File: config.mk
export PLATFORM = sky130hd
export DESIGN_NAME = drivetrain_wheel_mixer_top
export DESIGN_NICKNAME = d
export VERILOG_FILES = /design/src/dwm_pkg.sv /design/src/dwm_mix.sv /design/src/dwm_norm.sv /design/src/dwm_quant.sv /design/src/drivetrain_wheel_mixer_top.sv
export VERILOG_INCLUDE_DIRS = /design/src /design/src/src
export SDC_FILE = /design/constraint.sdc
export NUM_CORES = 1
export LEC_CHECK = 0
export BUFFER_PORTS_ARGS = -buffer_cell sky130_fd_sc_hd__clkbuf_2
export CELL_PAD_IN_SITES_DETAIL_PLACEMENT = 0
export CELL_PAD_IN_SITES_GLOBAL_PLACEMENT = 1
export CORE_UTILIZATION = 47
export CTS_BUF_LIST = sky130_fd_sc_hd__clkbuf_2 sky130_fd_sc_hd__clkbuf_4 sky130_fd_sc_hd__clkbuf_8
export DETAILED_ROUTE_END_ITERATION = 6
export GPL_TIMING_DRIVEN = 1
export PLACE_DENSITY_LB_ADDON = 0.15
export SYNTH_ARGS = -nofsm -noshare
export SYNTH_HDL_FRONTEND = slang
export SYNTH_SLANG_ARGS = --single-unit
File: constraint.sdc
create_clock -name i_clk -period 5.2 [get_ports i_clk]
set_input_delay 0.26 -clock i_clk [delete_from_list [all_inputs] [get_ports i_clk]]
set_output_delay 0.26 -clock i_clk [all_outputs]
set_load 0.05 [all_outputs]
File: src/drivetrain_wheel_mixer_top_macros.svh
// Assertion macros for the wheel mixer top level.
// Depends on nothing; included by drivetrain_wheel_mixer_top.sv.
`ifndef DRIVETRAIN_WHEEL_MIXER_TOP_MACROS_SVH
`define DRIVETRAIN_WHEEL_MIXER_TOP_MACROS_SVH

// Same-cycle implication, checked outside reset
`define DWM_ASSERT_NOW(lbl, clk, rst_n, ante, cons, msg) \
    lbl: assert property (@(posedge clk) disable iff (!(rst_n)) (ante) |-> (cons)) \
        else $error(msg);

// Next-cycle implication, checked outside reset
`define DWM_ASSERT_NEXT(lbl, clk, rst_n, ante, cons, msg) \
    lbl: assert property (@(posedge clk) disable iff (!(rst_n)) (ante) |=> (cons)) \
        else $error(msg);

`endif

File: src/dwm_pkg.sv
// Shared types, constants and helper functions of the wheel mixer.
// No dependencies; used by every module of the block.
package dwm_pkg;

    localparam int LANES     = 4;
    localparam int MIX_LIMIT = 127;
    localparam int DIV2_MIN  = 2 * MIX_LIMIT;
    localparam int DIV3_MIN  = 3 * MIX_LIMIT;

    // Lane order: left front, left rear, right front, right rear
    localparam int LANE_LF = 0;
    localparam int LANE_LR = 1;
    localparam int LANE_RF = 2;
    localparam int LANE_RR = 3;

    typedef enum logic [1:0] {
        MODE_ARCADE = 2'd0,
        MODE_TANK   = 2'd1,
        MODE_HOLO   = 2'd2,
        MODE_STOP   = 2'd3
    } t_mode;

    typedef enum logic [1:0] {
        DIV_ONE   = 2'd1,
        DIV_TWO   = 2'd2,
        DIV_THREE = 2'd3
    } t_div;

    // Stage 1: direct lane values for non-mecanum modes, raw mecanum sums
    typedef struct packed {
        logic                  holo;
        logic [LANES-1:0][7:0] dir;
        logic [LANES-1:0][9:0] sum;
    } t_s1;

    // Stage 2: sign and clamped magnitude per lane, common divisor
    typedef struct packed {
        logic                  holo;
        logic [LANES-1:0][7:0] dir;
        logic [LANES-1:0]      neg;
        logic [LANES-1:0][6:0] mag;
        t_div                  div;
    } t_s2;

    // Stage 3: sign and scaled magnitude per lane
    typedef struct packed {
        logic                  holo;
        logic [LANES-1:0][7:0] dir;
        logic [LANES-1:0]      neg;
        logic [LANES-1:0][6:0] mag;
    } t_s3;

    // Clamp a 9-bit signed sum to +/-127
    function automatic logic [7:0] clamp9(input logic signed [8:0] v);
        logic [7:0] res;
        if (v > 9'sd127) begin
            res = 8'sd127;
        end else if (v < -9'sd127) begin
            res = -8'sd127;
        end else begin
            res = v[7:0];
        end
        return res;
    endfunction

endpackage

File: src/dwm_mix.sv
// First pipeline stage: arcade, tank and stop values plus the four mecanum sums.
// Depends on dwm_pkg.
module dwm_mix (
    input  logic               i_clk,
    input  logic               i_rst_n,
    input  dwm_pkg::t_mode     i_mode,
    input  logic               i_valid,
    output logic               o_ready,
    input  logic signed [7:0]  i_fwd,
    input  logic signed [7:0]  i_side,
    input  logic signed [7:0]  i_rot,
    output logic               o_valid,
    input  logic               i_ready,
    output dwm_pkg::t_s1       o_data
);

    logic         r_valid;
    dwm_pkg::t_s1 r_data;
    dwm_pkg::t_s1 n_data;
    logic [7:0]   arc_l;
    logic [7:0]   arc_r;
    logic signed [9:0] f10;
    logic signed [9:0] s10;
    logic signed [9:0] r10;

    assign o_ready = !r_valid || i_ready;
    assign o_valid = r_valid;
    assign o_data  = r_data;

    // Form arcade sums, mecanum sums and the direct lane values
    always_comb begin
        f10   = 10'(i_fwd);
        s10   = 10'(i_side);
        r10   = 10'(i_rot);
        arc_l = dwm_pkg::clamp9(9'(i_fwd) + 9'(i_side));
        arc_r = dwm_pkg::clamp9(9'(i_fwd) - 9'(i_side));

        n_data      = '0;
        n_data.holo = (i_mode == dwm_pkg::MODE_HOLO);
        n_data.sum[dwm_pkg::LANE_LF] = f10 + s10 + r10;
        n_data.sum[dwm_pkg::LANE_LR] = f10 - s10 + r10;
        n_data.sum[dwm_pkg::LANE_RF] = f10 - s10 - r10;
        n_data.sum[dwm_pkg::LANE_RR] = f10 + s10 - r10;

        unique case (i_mode)
            dwm_pkg::MODE_ARCADE: begin
                n_data.dir[dwm_pkg::LANE_LF] = arc_l;
                n_data.dir[dwm_pkg::LANE_LR] = arc_l;
                n_data.dir[dwm_pkg::LANE_RF] = arc_r;
                n_data.dir[dwm_pkg::LANE_RR] = arc_r;
            end
            dwm_pkg::MODE_TANK: begin
                n_data.dir[dwm_pkg::LANE_LF] = i_fwd;
                n_data.dir[dwm_pkg::LANE_LR] = i_fwd;
                n_data.dir[dwm_pkg::LANE_RF] = i_side;
                n_data.dir[dwm_pkg::LANE_RR] = i_side;
            end
            default: begin
                n_data.dir = '0;
            end
        endcase
    end

    // Advance valid; load payload on accept
    always_ff @(posedge i_clk) begin
        if (!i_rst_n) begin
            r_valid <= 1'b0;
        end else if (o_ready) begin
            r_valid <= i_valid;
        end
        if (i_valid && o_ready) begin
            r_data <= n_data;
        end
    end

endmodule

File: src/dwm_norm.sv
// Second and third pipeline stages: sign/magnitude, largest magnitude and
// divisor, then the divide by 1, 2 or 3. Depends on dwm_pkg.
module dwm_norm (
    input  logic          i_clk,
    input  logic          i_rst_n,
    input  logic          i_valid,
    output logic          o_ready,
    input  dwm_pkg::t_s1  i_data,
    output logic          o_valid,
    input  logic          i_ready,
    output dwm_pkg::t_s3  o_data
);

    logic                                r_v2;
    logic                                r_v3;
    dwm_pkg::t_s2                        r_s2;
    dwm_pkg::t_s3                        r_s3;
    dwm_pkg::t_s2                        n_s2;
    dwm_pkg::t_s3                        n_s3;
    logic                                s3_ready;
    logic [dwm_pkg::LANES-1:0][9:0]      abs_v;
    logic [9:0]                          max_a;
    logic [9:0]                          max_b;
    logic [9:0]                          max_v;
    logic [dwm_pkg::LANES-1:0][14:0]     prod3;

    assign s3_ready = !r_v3 || i_ready;
    assign o_ready  = !r_v2 || s3_ready;
    assign o_valid  = r_v3;
    assign o_data   = r_s3;

    // Split sums into sign and magnitude, clamp, pick the divisor
    always_comb begin
        n_s2      = '0;
        n_s2.holo = i_data.holo;
        n_s2.dir  = i_data.dir;
        for (int i = 0; i < dwm_pkg::LANES; i++) begin
            n_s2.neg[i] = i_data.sum[i][9];
            abs_v[i]    = i_data.sum[i][9] ? 10'(-$signed(i_data.sum[i])) : i_data.sum[i];
            n_s2.mag[i] = (abs_v[i] > 10'(dwm_pkg::MIX_LIMIT)) ?
                          7'(dwm_pkg::MIX_LIMIT) : abs_v[i][6:0];
        end
        max_a = (abs_v[0] > abs_v[1]) ? abs_v[0] : abs_v[1];
        max_b = (abs_v[2] > abs_v[3]) ? abs_v[2] : abs_v[3];
        max_v = (max_a > max_b) ? max_a : max_b;
        if (max_v >= 10'(dwm_pkg::DIV3_MIN)) begin
            n_s2.div = dwm_pkg::DIV_THREE;
        end else if (max_v >= 10'(dwm_pkg::DIV2_MIN)) begin
            n_s2.div = dwm_pkg::DIV_TWO;
        end else begin
            n_s2.div = dwm_pkg::DIV_ONE;
        end
    end

    // Divide magnitudes; divide by three as multiply by 171 and shift by 9
    always_comb begin
        n_s3      = '0;
        n_s3.holo = r_s2.holo;
        n_s3.dir  = r_s2.dir;
        n_s3.neg  = r_s2.neg;
        for (int i = 0; i < dwm_pkg::LANES; i++) begin
            prod3[i] = 15'(r_s2.mag[i]) * 15'd171;
            unique case (r_s2.div)
                dwm_pkg::DIV_THREE: n_s3.mag[i] = 7'(prod3[i][14:9]);
                dwm_pkg::DIV_TWO:   n_s3.mag[i] = 7'(r_s2.mag[i][6:1]);
                default:            n_s3.mag[i] = r_s2.mag[i];
            endcase
        end
    end

    // Advance both stages, each holding while its successor stalls
    always_ff @(posedge i_clk) begin
        if (!i_rst_n) begin
            r_v2 <= 1'b0;
            r_v3 <= 1'b0;
        end else begin
            if (o_ready) begin
                r_v2 <= i_valid;
            end
            if (s3_ready) begin
                r_v3 <= r_v2;
            end
        end
        if (i_valid && o_ready) begin
            r_s2 <= n_s2;
        end
        if (r_v2 && s3_ready) begin
            r_s3 <= n_s3;
        end
    end

endmodule

File: src/dwm_quant.sv
// Output stage: truncate mecanum values to multiples of ten, restore the sign,
// select per mode and hold the result item. Depends on dwm_pkg.
module dwm_quant (
    input  logic                               i_clk,
    input  logic                               i_rst_n,
    input  logic                               i_valid,
    output logic                               o_ready,
    input  dwm_pkg::t_s3                       i_data,
    output logic                               o_valid,
    input  logic                               i_ready,
    output logic [dwm_pkg::LANES-1:0][7:0]     o_drive
);

    logic                                 r_valid;
    logic [dwm_pkg::LANES-1:0][7:0]       r_drive;
    logic [dwm_pkg::LANES-1:0][7:0]       n_drive;
    logic [dwm_pkg::LANES-1:0][14:0]      prod10;
    logic [dwm_pkg::LANES-1:0][3:0]       tens;
    logic [dwm_pkg::LANES-1:0][6:0]       rounded;

    assign o_ready = !r_valid || i_ready;
    assign o_valid = r_valid;
    assign o_drive = r_drive;

    // Divide by ten as multiply by 205 and shift by 11, then scale back by ten
    always_comb begin
        for (int i = 0; i < dwm_pkg::LANES; i++) begin
            prod10[i]  = 15'(i_data.mag[i]) * 15'd205;
            tens[i]    = prod10[i][14:11];
            rounded[i] = 7'({tens[i], 3'b000}) + 7'({tens[i], 1'b0});
            if (i_data.holo) begin
                n_drive[i] = i_data.neg[i] ? 8'(-$signed({1'b0, rounded[i]}))
                                           : {1'b0, rounded[i]};
            end else begin
                n_drive[i] = i_data.dir[i];
            end
        end
    end

    // Hold the result item until taken
    always_ff @(posedge i_clk) begin
        if (!i_rst_n) begin
            r_valid <= 1'b0;
        end else if (o_ready) begin
            r_valid <= i_valid;
        end
        if (i_valid && o_ready) begin
            r_drive <= n_drive;
        end
    end

endmodule

File: src/drivetrain_wheel_mixer_top.sv
// Four register stages: mix, sign/magnitude, divide and output; the first loads on
// accept. Throughput: one item per cycle; each stage holds only while its successor
// stalls, so the input stays ready until every stage is full. Reset (i_rst_n,
// synchronous, active low) empties the pipeline and sets the drive mode to arcade.
// Depends on dwm_pkg, dwm_mix, dwm_norm, dwm_quant and the macros header.
`include "drivetrain_wheel_mixer_top_macros.svh"

module drivetrain_wheel_mixer_top (
    input  logic        i_clk,
    input  logic        i_rst_n,
    input  logic        i_cfg_we,
    input  logic [1:0]  i_cfg_wdata,     // drive_mode
    input  logic        s_axis_tvalid,
    output logic        s_axis_tready,
    input  logic [23:0] s_axis_tdata,    // forward_axis, side_axis, rotate_axis
    output logic        m_axis_tvalid,
    input  logic        m_axis_tready,
    output logic [31:0] m_axis_tdata     // left_front, left_rear, right_front, right_rear
);

    dwm_pkg::t_mode                       r_mode;
    logic                                 s1_valid;
    logic                                 s1_ready;
    dwm_pkg::t_s1                         s1_data;
    logic                                 s3_valid;
    logic                                 s3_ready;
    dwm_pkg::t_s3                         s3_data;
    logic [dwm_pkg::LANES-1:0][7:0]       drive;

    // Hold the drive mode register
    always_ff @(posedge i_clk) begin
        if (!i_rst_n) begin
            r_mode <= dwm_pkg::MODE_ARCADE;
        end else if (i_cfg_we) begin
            r_mode <= dwm_pkg::t_mode'(i_cfg_wdata);
        end
    end

    dwm_mix u_mix (
        .i_clk   (i_clk),
        .i_rst_n (i_rst_n),
        .i_mode  (r_mode),
        .i_valid (s_axis_tvalid),
        .o_ready (s_axis_tready),
        .i_fwd   (s_axis_tdata[7:0]),
        .i_side  (s_axis_tdata[15:8]),
        .i_rot   (s_axis_tdata[23:16]),
        .o_valid (s1_valid),
        .i_ready (s1_ready),
        .o_data  (s1_data)
    );

    dwm_norm u_norm (
        .i_clk   (i_clk),
        .i_rst_n (i_rst_n),
        .i_valid (s1_valid),
        .o_ready (s1_ready),
        .i_data  (s1_data),
        .o_valid (s3_valid),
        .i_ready (s3_ready),
        .o_data  (s3_data)
    );

    dwm_quant u_quant (
        .i_clk   (i_clk),
        .i_rst_n (i_rst_n),
        .i_valid (s3_valid),
        .o_ready (s3_ready),
        .i_data  (s3_data),
        .o_valid (m_axis_tvalid),
        .i_ready (m_axis_tready),
        .o_drive (drive)
    );

    assign m_axis_tdata = drive;

    // Input backpressure only when every stage holds an item
    `DWM_ASSERT_NOW(a_stall_only_full, i_clk, i_rst_n, !s_axis_tready, s1_valid && s3_valid && m_axis_tvalid && !m_axis_tready, "input stalled with room in pipeline")

    // Non-mecanum items drive both wheels of a side alike
    `DWM_ASSERT_NOW(a_side_pairs, i_clk, i_rst_n, s1_valid && !s1_data.holo, (s1_data.dir[dwm_pkg::LANE_LF] == s1_data.dir[dwm_pkg::LANE_LR]) && (s1_data.dir[dwm_pkg::LANE_RF] == s1_data.dir[dwm_pkg::LANE_RR]), "side lanes differ outside mecanum mode")

    // A stalled result item stays valid and unchanged until taken
    `DWM_ASSERT_NEXT(a_out_hold, i_clk, i_rst_n, m_axis_tvalid && !m_axis_tready, m_axis_tvalid && $stable(m_axis_tdata), "stalled result changed")

endmodule

; ---- Yosys cells after proc, flatten, opt, wreduce, memory -nomap -nowiden
; Index checks and enable logic that the tools add are counted.
[totals]
ff_bits = 243
inputBits = 31
word_cells = 122
[classes]
n_addsub = 20
mul = 8
n_lt_le_gt_ge = 13
n_eq_ne = 4
muxes = 25
reduce_logical = 13
[op_table]
columns = operator, count
row1 = $mul 7x8->15 const B, 8
row2 = $mux 8, 12
row3 = $mux 10, 7
row4 = $pmux 32 s2, 1
row5 = $pmux 7 s2, 4
row6 = $gt 10x7->1 const B, 4
row7 = $neg 10->10, 4
row8 = $neg 7->8, 4
row9 = $gt 10x10->1, 3
row10 = $add 7x5->7, 4
row11 = $add 9x8->10, 2
row12 = $sub 9x8->10, 2
row13 = $add 8x8->9, 2
row14 = $gt 9x8->1 const B, 2
row15 = $lt 9x8->1 const B, 2
row16 = $sub 8x8->9, 2
row17 = $ge 10x8->1 const B, 1
row18 = $ge 10x9->1 const B, 1
row19 = $eq 2x2->1 const B, 3
row20 = $logic_and 1x1->1, 4
row21 = $logic_not 1->1, 4
row22 = $logic_or 1x1->1, 4
row23 = $eq 2x1->1 const B, 1
row24 = $logic_not 2->1, 1
row25 = $mux 2, 1

; ---- Longest topological paths before layout
; Gate-level depths: netlist of run 1.
[depth]
ltp_word = 8
mapped_depth = 26
ltp_nobuf = 25

; ---- Modules after synthesis
; A second synthesis of run 1 with hierarchy kept.
[unflattened]
hier_cells = 1976
area_unflattened_um2 = 20681.1
[modules_own_cells]
columns = mod, n_inst, cells_per_inst, area_each_um2, seq_area_each_um2
row1 = dwm_norm, 1, 961, 10558.9, 4003.8
row2 = dwm_quant, 1, 586, 5704.2, 980.9
row3 = dwm_mix, 1, 423, 4345.4, 1671.6
row4 = drivetrain_wheel_mixer_top, 1, 6, 72.6, 40.0

; ---- Worst setup path before layout of run 1
; OpenSTA, ideal clock, no wires.
[synth_path]
kind = register -> register
from = reg u_mix.r_data, in the netlist u_mix.o_data[20]
to = reg u_norm.r_s2[0] in the netlist's numbering, data pin
setup_time_ns = 0.264
t_arrival_ns = 5.315
path_slack_ns = -0.379
stages_incl_launch_ff = 25
synth_period_minus_slack_ns = 5.579
cell_sequence = edfxtp_1 -> inv_1 -> ha_1 -> nand2b_1 -> o41ai_1 -> xor2_1 -> inv_1 -> ha_1 -> nand2_1 -> a2111o_1 -> or3_1 -> buf_2 -> nand2_2 -> clkbuf_1 -> o21ai_0 -> ha_1 -> nor2b_1 -> o21a_1 -> o21ai_0 -> a21oi_1 -> o31a_1 -> or4_1 -> o32ai_2 -> nand4_1 -> o41a_1
[synth_rtl]
columns = element, line
row1 = "start, declared", dwm_mix.sv:18  ; dwm_pkg::t_s1 r_data;
row2 = "start signal, assigned", dwm_mix.sv:72  ; r_data <= n_data;
row3 = "end signal, assigned", dwm_norm.sv:85  ; r_s2 <= n_s2;
row4 = "end, declared", dwm_norm.sv:16  ; dwm_pkg::t_s2 r_s2;

==> results of run 1 <==
## registers in the layout, summed over array words and instances (netlist names)
register	flops
r_mode	2
u_norm.o_data	49
u_norm.r_s2	30
u_norm.n_s3	21
u_mix.o_valid	1
u_mix.o_data	55
u_quant.o_drive	30
u_norm.o_valid	1
u_norm.r_v2	1
u_quant.o_valid	1
## cells in the final DEF (no fill, tap or decap), types with 8 or more instances in the layout
cell,synthesis,layout
a211oi_1,13,10
a21o_1,24,24
a21oi_1,112,98
a21oi_2,0,13
a31o_2,10,8
and3_1,18,17
buf_4,2,176
clkbuf_2,0,64
clkbuf_8,0,17
edfxtp_1,185,185
fa_1,78,75
ha_1,364,336
ha_4,0,25
inv_1,270,263
inv_2,1,8
inv_8,0,8
mux2i_1,25,23
nand2_1,106,106
nand2b_1,24,23
nand3_1,18,18
nand3b_1,8,8
nor2_1,96,95
nor2b_1,46,44
nor3_1,25,23
nor4_1,9,9
o211ai_1,15,15
o21a_1,9,9
o21ai_0,56,45
o21bai_1,16,16
o31ai_1,14,14
or2_2,9,9
or3_1,11,9
xnor2_1,69,62
xor2_1,51,47
## worst paths after layout
path                                                      end  slack [ns]  cells past startpoint
worst min register to register      u_norm.n_s3[61]$_DFFE_PP_        0.41                      0
worst max register to register  u_quant.o_drive[14]$_DFFE_PP_       -0.11                     20
worst max-delay path            u_quant.o_drive[14]$_DFFE_PP_       -0.11                     20
worst min-delay path                   r_mode[1]$_SDFFE_PN0P_        0.05                      3
## layout make-up
class,instances,area (um2)
fillers,3493,16800
repair buffers,247,1720
well taps,518,648
clock buffers,17,234
clock inverters,15,184
inverters,271,1020
multi-input cells,1361,12800
flip-flops and latches,191,5680
## power by group through the flow
stage	registers (mW)	clock network (mW)	logic, mW
floorplan	2.35	0	6.72
global placement	2.36	0	9.48
detailed placement	2.36	0	9.69
CTS	2.33	1.04	10.0
global route	2.37	1.09	12.0
finish	2.34	1.01	10.6
## logic make-up after synthesis
logic type	after synthesis	share of synthesized area, %
AND/OR/NAND/NOR	410	11.0
buffers and inverters	302	6.12
adder cells (fa/ha/maj)	445	32.6
flip-flops	191	30.1
multiplexers	34	1.87
AO/OA/AOI/OAI	352	12.7
XOR/XNOR	120	5.58
## worst reg2reg max path, stage by stage (launching register included)
cell	delay [ns]
edfxtp_1	0.43
buf_6	0.15
ha_4	0.27
ha_4	0.20
fa_1	0.52
inv_2	0.04
fa_1	0.47
inv_1	0.04
ha_1	0.26
a31o_2	0.24
a21oi_2	0.15
o21ai_2	0.11
a31o_4	0.28
xor2_2	0.16
ha_2	0.21
inv_2	0.04
fa_1	0.55
or4b_4	0.47
o21ai_2	0.15
xnor2_1	0.08
mux2_2	0.26
## repair_timing
action                     CTS  global route
resized for setup           33            82
setup endpoints to repair   10            15
setup buffers               10            12
gates cloned                 0             0
hold buffers                 0             0
pin swaps                   17            79
## stage by stage
stage / instances / hold WS (ns) / setup WS [ns]
4_1_cts: 2609 / 0.00785 / -0.0423
3_5_place_dp: 2567 / 0.405 / -0.203
5_1_grt: 2620 / 0.0244 / -0.316
6_report: 2620 / 0.0483 / -0.111
2_1_floorplan: 1854 / 0.378 / -0.138
3_3_place_gp: 2567 / 0.403 / -0.0869
## metal layers
layer	GRT usage [%]	vias to the layer above	part of all wire, %
met5	0	-	0
met4	7.28	0	2.3
met3	2.14	63	1.9
met2	38.4	143	50
met1	26.8	6661	45
li1	-	7030	-
==> metrics.md, run 1 <==
| Metric | Value |
|---|---|
| Worst Setup SP | u_norm.o_data[11]$_DFFE_PP_ |
| # rows | 72 |
| Cell area after placement | 0.0210 mm2 |
| Clk slew on worst S/H paths | 0.11 ns |
| Final hold violation count | 0 |
| Top cell family by delay on the critical path | adder cells |
| Period Utilization, post-route | 102% |
| Dpl hpwl | roughly 36000 um |
| I/O pins | 65 |
| Worst hold path class | input pin to flip-flop |
| Die W | 202 um |
| CTS tree | done |
| LEAKAGE | 10.3 nW |
| Post-Syn Area | around 0.019 mm2 |
| RSZ-0062 raised after global routing | true |
| Max Buffers Root-to-Sink | 2 |
| Synth async-reset ratio | 0% |
| Post-detailed-route count of antenna-violating nets | 0 |
| CTS Root Cell | clkbuf_8 |
| Flop pwr share | 16.7% |
| CP startpoint kind | flip-flop |
| Clk_lat worst skew | 0.49 ns |
| Setup TNS | -0.163 ns |
| Synthesis-stage register bit count | 191 |
| Number of port buffers | 64 |
| Gr ovfl total | 0 |
| Worst path cell trace | buf_6 -> ha_4 -> ha_4 -> fa_1 -> inv_2 -> fa_1 -> inv_1 -> ha_1 -> a31o_2 -> a21oi_2 -> o21ai_2 -> a31o_4 -> xor2_2 -> ha_2 -> inv_2 -> fa_1 -> or4b_4 -> o21ai_2 -> xnor2_1 -> mux2_2 |
| RD Place Congestion | 0.887 |
| Sw Ratio | between 40% and 50% |
| Most common cell in the netlist | ha_1 |
| Power share of the clock group | 7.2% |
| Max Clock Freq | 188 MHz |
| Initial DRT Pass Iterations | 5 |
| Setup Skew | around 0.016 ns |
| Die Y | 202 um |
| Largest area contributor in the synthesized netlist | edfxtp_1 |
| Sw power | 6.40 mW |
| Layout cells sized above 1 | 20.3% |
| Largest net degree at the start of global routing | 56 |
| Post-route cell area | 0.0223 mm2 |
| Worst Path Buf+Inv | 4 |
| Failing checks | negative setup slack |
| Max Slew Vio Count | 0 |
| Post-Synthesis Cells | about 1900 |
| FF-to-FF Start | u_norm.o_data[11]$_DFFE_PP_ |
| # diodes | 0 |
| Synthesis warning total | 0 |
| Crit-path most repeated cell | fa_1 |
| CP Data Required Time | 5.45 ns |
| Synth unique cells | 86 |
| Worst slew pin tran | 1.02 ns |
| Routed wire length per instance | 16.4 um |
| CP peak stage delay | approximately 0.55 ns |
| Synth-to-layout area growth | 18.3% |
| Worst Hold Launch | i_cfg_wdata[1] |
| Syn avg cell area | 10.2 um2 |
| Slowest cell on crit path | fa_1 |
| Syn_nets | 2327 |
| Top-area cell type share of the netlist area | 29.5% |
| DIE AREA | 0.0409 mm2 |
| Setup ws final | -0.111 ns |
| Final #Nets | 2562 |
| Worst-path fanout max | 4 |
| Clk sinks | 191 |
| H-Tree Depth | 4 |
| Drt initial violations | 546 |
| Max IR drop VDD | 0.000337 V |
| Sequential area share after synthesis | 30.1% |
| First-pass GRT wire length | between 60000 and 70000 um |
| Initial antenna violation count | 0 |
| CTS Buf Count | 17 |
| Post-layout minimum cycle time | around 5.3 ns |
| Kind of end point of the critical path | flip-flop |
| Core area | 0.0391 mm2 |
| Number of enable flip-flop cells after synthesis | approximately 190 |
| Main synth FF type | edfxtp_1 |
| Synth area leaders | edfxtp_1, ha_1, fa_1 |
| DRC Markers | 0 |
| Rel. slew slack | 32.3% |
| Vias in the first global route | 14100 |
| Status | finished, violations left |
| Drt total wl | roughly 43000 um |
| Commonest cells in the netlist | ha_1, inv_1, edfxtp_1 |
| Worst Path Arrival | 5.56 ns |
| Logic pwr share | 76.1% |
| Vias per cell | 5.30 |
| Via count | 13900 |
| Layout Utilization | 57.0% |
| Tot Pwr | around 14 mW |
| Number of max-cap violations | 0 |
| Initial Util | 48.2% |
| WS Path Type | flip-flop to flip-flop |
| Internal | between 7 and 8 mW |
| Final Setup Violations | 2 |
| Total GRT Usage | 21.4% |
| PD cells | 628 mW/mm2 |
Note: power is estimated with default switching activity, not from simulation.
==> run 2: changes to the inputs <==
CTS_CLUSTER_DIAMETER = 40   (was unset)
HOLD_SLACK_MARGIN = 0.05   (was unset)
==> run 2 against run 1 <==
Against the previous run: the flow still finishes with violations (negative setup slack); worst hold slack better by 0.046 ns; sequential cell count unchanged; critical endpoint unchanged; largest cell class unchanged; largest power group unchanged; non-clock buffer count increased by 3; clock skew shrank 0.00094 ns.
==> metrics.md, run 2 (synthesis results as in run 1) <==
| Metric | Value |
|---|---|
| Status | finished, violations left |
| Failing checks | negative setup slack |
| Reg2Reg Depth | 20 (unchanged) |
| Layout Utilization | 57.0% (+0.077 points) |
| Placed Cells | 2567 (unchanged) |
| WHS Path Cells | 3 (unchanged) |
| Number of port buffers | 64 (unchanged) |
| CTS tree | done |
| Final #Nets | 2565 (+0.12%) |
| Max Buffers Root-to-Sink | 2 (unchanged) |
| Largest net degree at the start of global routing | 56 (unchanged) |
| Die W | 202 um (unchanged) |
| FF-to-FF Start | u_norm.o_data[11]$_DFFE_PP_ |
| Vias in the first global route | 14100 (unchanged) |
| Routed wire length per instance | 16.4 um (-0.11%) |
| I/O pins | 65 (unchanged) |
| Worst Hold Launch | i_cfg_we |
| RSZ-0062 raised after global routing | true |
| Vias per cell | 5.30 (about the same) |
| Layout cells sized above 1 | 20.2% (-0.029 points) |
| Gr busiest metal | met2 |
| Period Utilization, post-route | 102% (about the same) |
| Drt initial violations | 555 (+1.6%) |
| H-Tree Depth | 4 (unchanged) |
| Total GRT Usage | 21.4% (about the same) |
| First-pass GRT wire length | 69600 um (about the same) |
| Rel. slew slack | 31.8% (-0.50 points) |
| Worst Path Arrival | 5.57 ns (about the same) |
| Worst slew pin tran | 1.02 ns (+0.00746 ns) |
| Clk_lat worst skew | 0.49 ns (about the same) |
| CP Data Required Time | 5.45 ns (about the same) |
| Fin cells | 2623 (+0.11%) |
| Initial antenna violation count | 0 (unchanged) |
| GRT met1 Usage | 26.8% (about the same) |
| Dpl hpwl | 35500 um (unchanged) |
| Max Clock Freq | 188 MHz (about the same) |
| WS Path Type | flip-flop to flip-flop |
| Initial Util | 48.2% (unchanged) |
| Post-layout minimum cycle time | 5.31 ns (-0.000455 ns) |
| Core area | 0.0391 mm2 (unchanged) |
| Max Slew Vio Count | 0 (unchanged) |
| Post-detailed-route count of antenna-violating nets | 0 (unchanged) |
| Met3 Usage GRT | 2.14% (unchanged) |
| DIE AREA | 0.0409 mm2 (unchanged) |
| Gr ovfl total | 0 (unchanged) |
| Hold EP | r_mode[0]$_SDFFE_PN0P_ |
| Number of max-cap violations | 0 (unchanged) |
| Max reg flops | 55 (unchanged) |
| Die Y | 202 um (unchanged) |
| # diodes | 0 (unchanged) |
| Via count | 13900 (+0.036%) |
| CTS Buf Count | 17 (unchanged) |
| PD cells | 628 mW/mm2 (-0.12%) |
| Max IR drop VDD | 0.000337 V (about the same) |
| Commonest non-fill, non-tap cells in the layout | ha_1, inv_1, edfxtp_1, buf_4, nand2_1 |
| Clk sinks | 191 (unchanged) |
| Final Setup Violations | 2 (unchanged) |
| Worst-path fanout max | 4 (unchanged) |
| Met2 GRT Util | 38.4% (unchanged) |
| Drt total wl | 43100 um (about the same) |
| # rows | 72 (unchanged) |
| Kind of end point of the critical path | flip-flop |
| Initial DRT Pass Iterations | 5 (unchanged) |
| DRC Markers | 0 (unchanged) |
| Storage cell area | 0.00568 mm2 (unchanged) |
| Setup TNS | -0.166 ns (-0.00329 ns) |
| LEAKAGE | 10.3 nW (+0.12%) |
| Synth-to-layout area growth | 18.4% |
| Fill count | 3495 (+0.057%) |
| Clk slew on worst S/H paths | 0.11 ns (about the same) |
| Worst hold path class | input pin to flip-flop |
| FF-to-FF setup slack | -0.11 ns (about the same) |
| Area taken by multi-input logic gates | 0.0128 mm2 (unchanged) |
| Setup Skew | 0.0151 ns (-0.000935 ns) |
| RD Place Congestion | 0.887 (unchanged) |
| Setup ws final | -0.111 ns (+0.000455 ns) |
| Post-route cell area | 0.0223 mm2 (+0.13%) |
| RR Endpoint | u_quant.o_drive[14]$_DFFE_PP_ |
| CP startpoint kind | flip-flop |
| Most common cell after layout, fill and taps aside | ha_1 |
| Final hold violation count | 0 (unchanged) |
| Worst slack at placement | -0.203 ns (unchanged) |
| Cell area after placement | 0.0210 mm2 (unchanged) |
| CTS Root Cell | clkbuf_8 |
## run 2: changes by cell type in the layout (fill, tap and decap cells not counted)
cell | previous run | this run
dlygate4sd3_1 | 0 | 3
## run 2: worst max path at each step
stage                                          from                       endpoint  slack [ns]  cells after the start
CTS                     u_norm.o_data[11]$_DFFE_PP_  u_quant.o_drive[14]$_DFFE_PP_       -0.04                     19
finish                  u_norm.o_data[11]$_DFFE_PP_  u_quant.o_drive[14]$_DFFE_PP_       -0.11                     20
global placement    u_norm.o_data[13]$_SDFFCE_PN0P_  u_quant.o_drive[14]$_DFFE_PP_       -0.09                     19
global route              u_mix.o_data[3]$_DFFE_PP_   u_norm.r_s2[0]$_SDFFCE_PP1P_       -0.32                     24
floorplan                u_mix.o_data[20]$_DFFE_PP_   u_norm.r_s2[0]$_SDFFCE_PP1P_       -0.14                     22
detailed placement       u_mix.o_data[21]$_DFFE_PP_   u_norm.r_s2[0]$_SDFFCE_PP1P_       -0.20                     21
## run 2: cell type report
class                           count  share of cell area (%)
Clock inverter                     15                   0.825
Clock buffer                       17                    1.05
Timing Repair Buffer              250                    7.85
Inverter                          271                    4.56
Tap cell                          518                    2.91
Multi-Input combinational cell   1361                    57.4
Sequential cell                   191                    25.4
## run 2: critical path, cell delays in order, from the launching register on
cell	delay [ns]
edfxtp_1	0.44
buf_6	0.15
ha_4	0.27
ha_4	0.20
fa_1	0.52
inv_2	0.04
fa_1	0.47
inv_1	0.04
ha_1	0.26
a31o_2	0.24
a21oi_2	0.15
o21ai_2	0.11
a31o_4	0.28
xor2_2	0.16
ha_2	0.21
inv_2	0.04
fa_1	0.55
or4b_4	0.47
o21ai_2	0.15
xnor2_1	0.08
mux2_2	0.26
## run 2: power by group
| group | total [mW] | leakage [nW] | switching, mW | internal, mW |
|---|---|---|---|---|
| clock | 1.01 | 0.215 | 0.600 | 0.414 |
| combinational | 10.6 | 8.35 | 5.58 | 5.07 |
| sequential | 2.34 | 1.73 | 0.219 | 2.12 |
## run 2: stage by stage
| stage | hold slack, ns | power [mW] |
|---|---|---|
| 2_1_floorplan | 0.378 | 9.07 |
| 3_3_place_gp | 0.403 | 11.8 |
| 3_5_place_dp | 0.405 | 12.1 |
| 4_1_cts | 0.0533 | 13.4 |
| 5_1_grt | 0.0765 | 15.4 |
| 6_report | 0.0947 | 14.0 |
## run 2: layer usage
| layer | share of wire [%] | vias up | routed length, um |
|---|---|---|---|
| li1 | - | 7029 | - |
| met1 | 46 | 6649 | 19600 |
| met2 | 50 | 161 | 21600 |
| met3 | 2.0 | 63 | 866 |
| met4 | 2.3 | 0 | 987 |
| met5 | 0 | - | 0 |
## run 2: what timing repair did
item	in CTS	in global routing
setup buffers	10	12
endpoints found under the hold margin	6	0
resized for setup	33	82
setup endpoints to repair	10	15
pin swaps	17	79
hold buffers	3	0
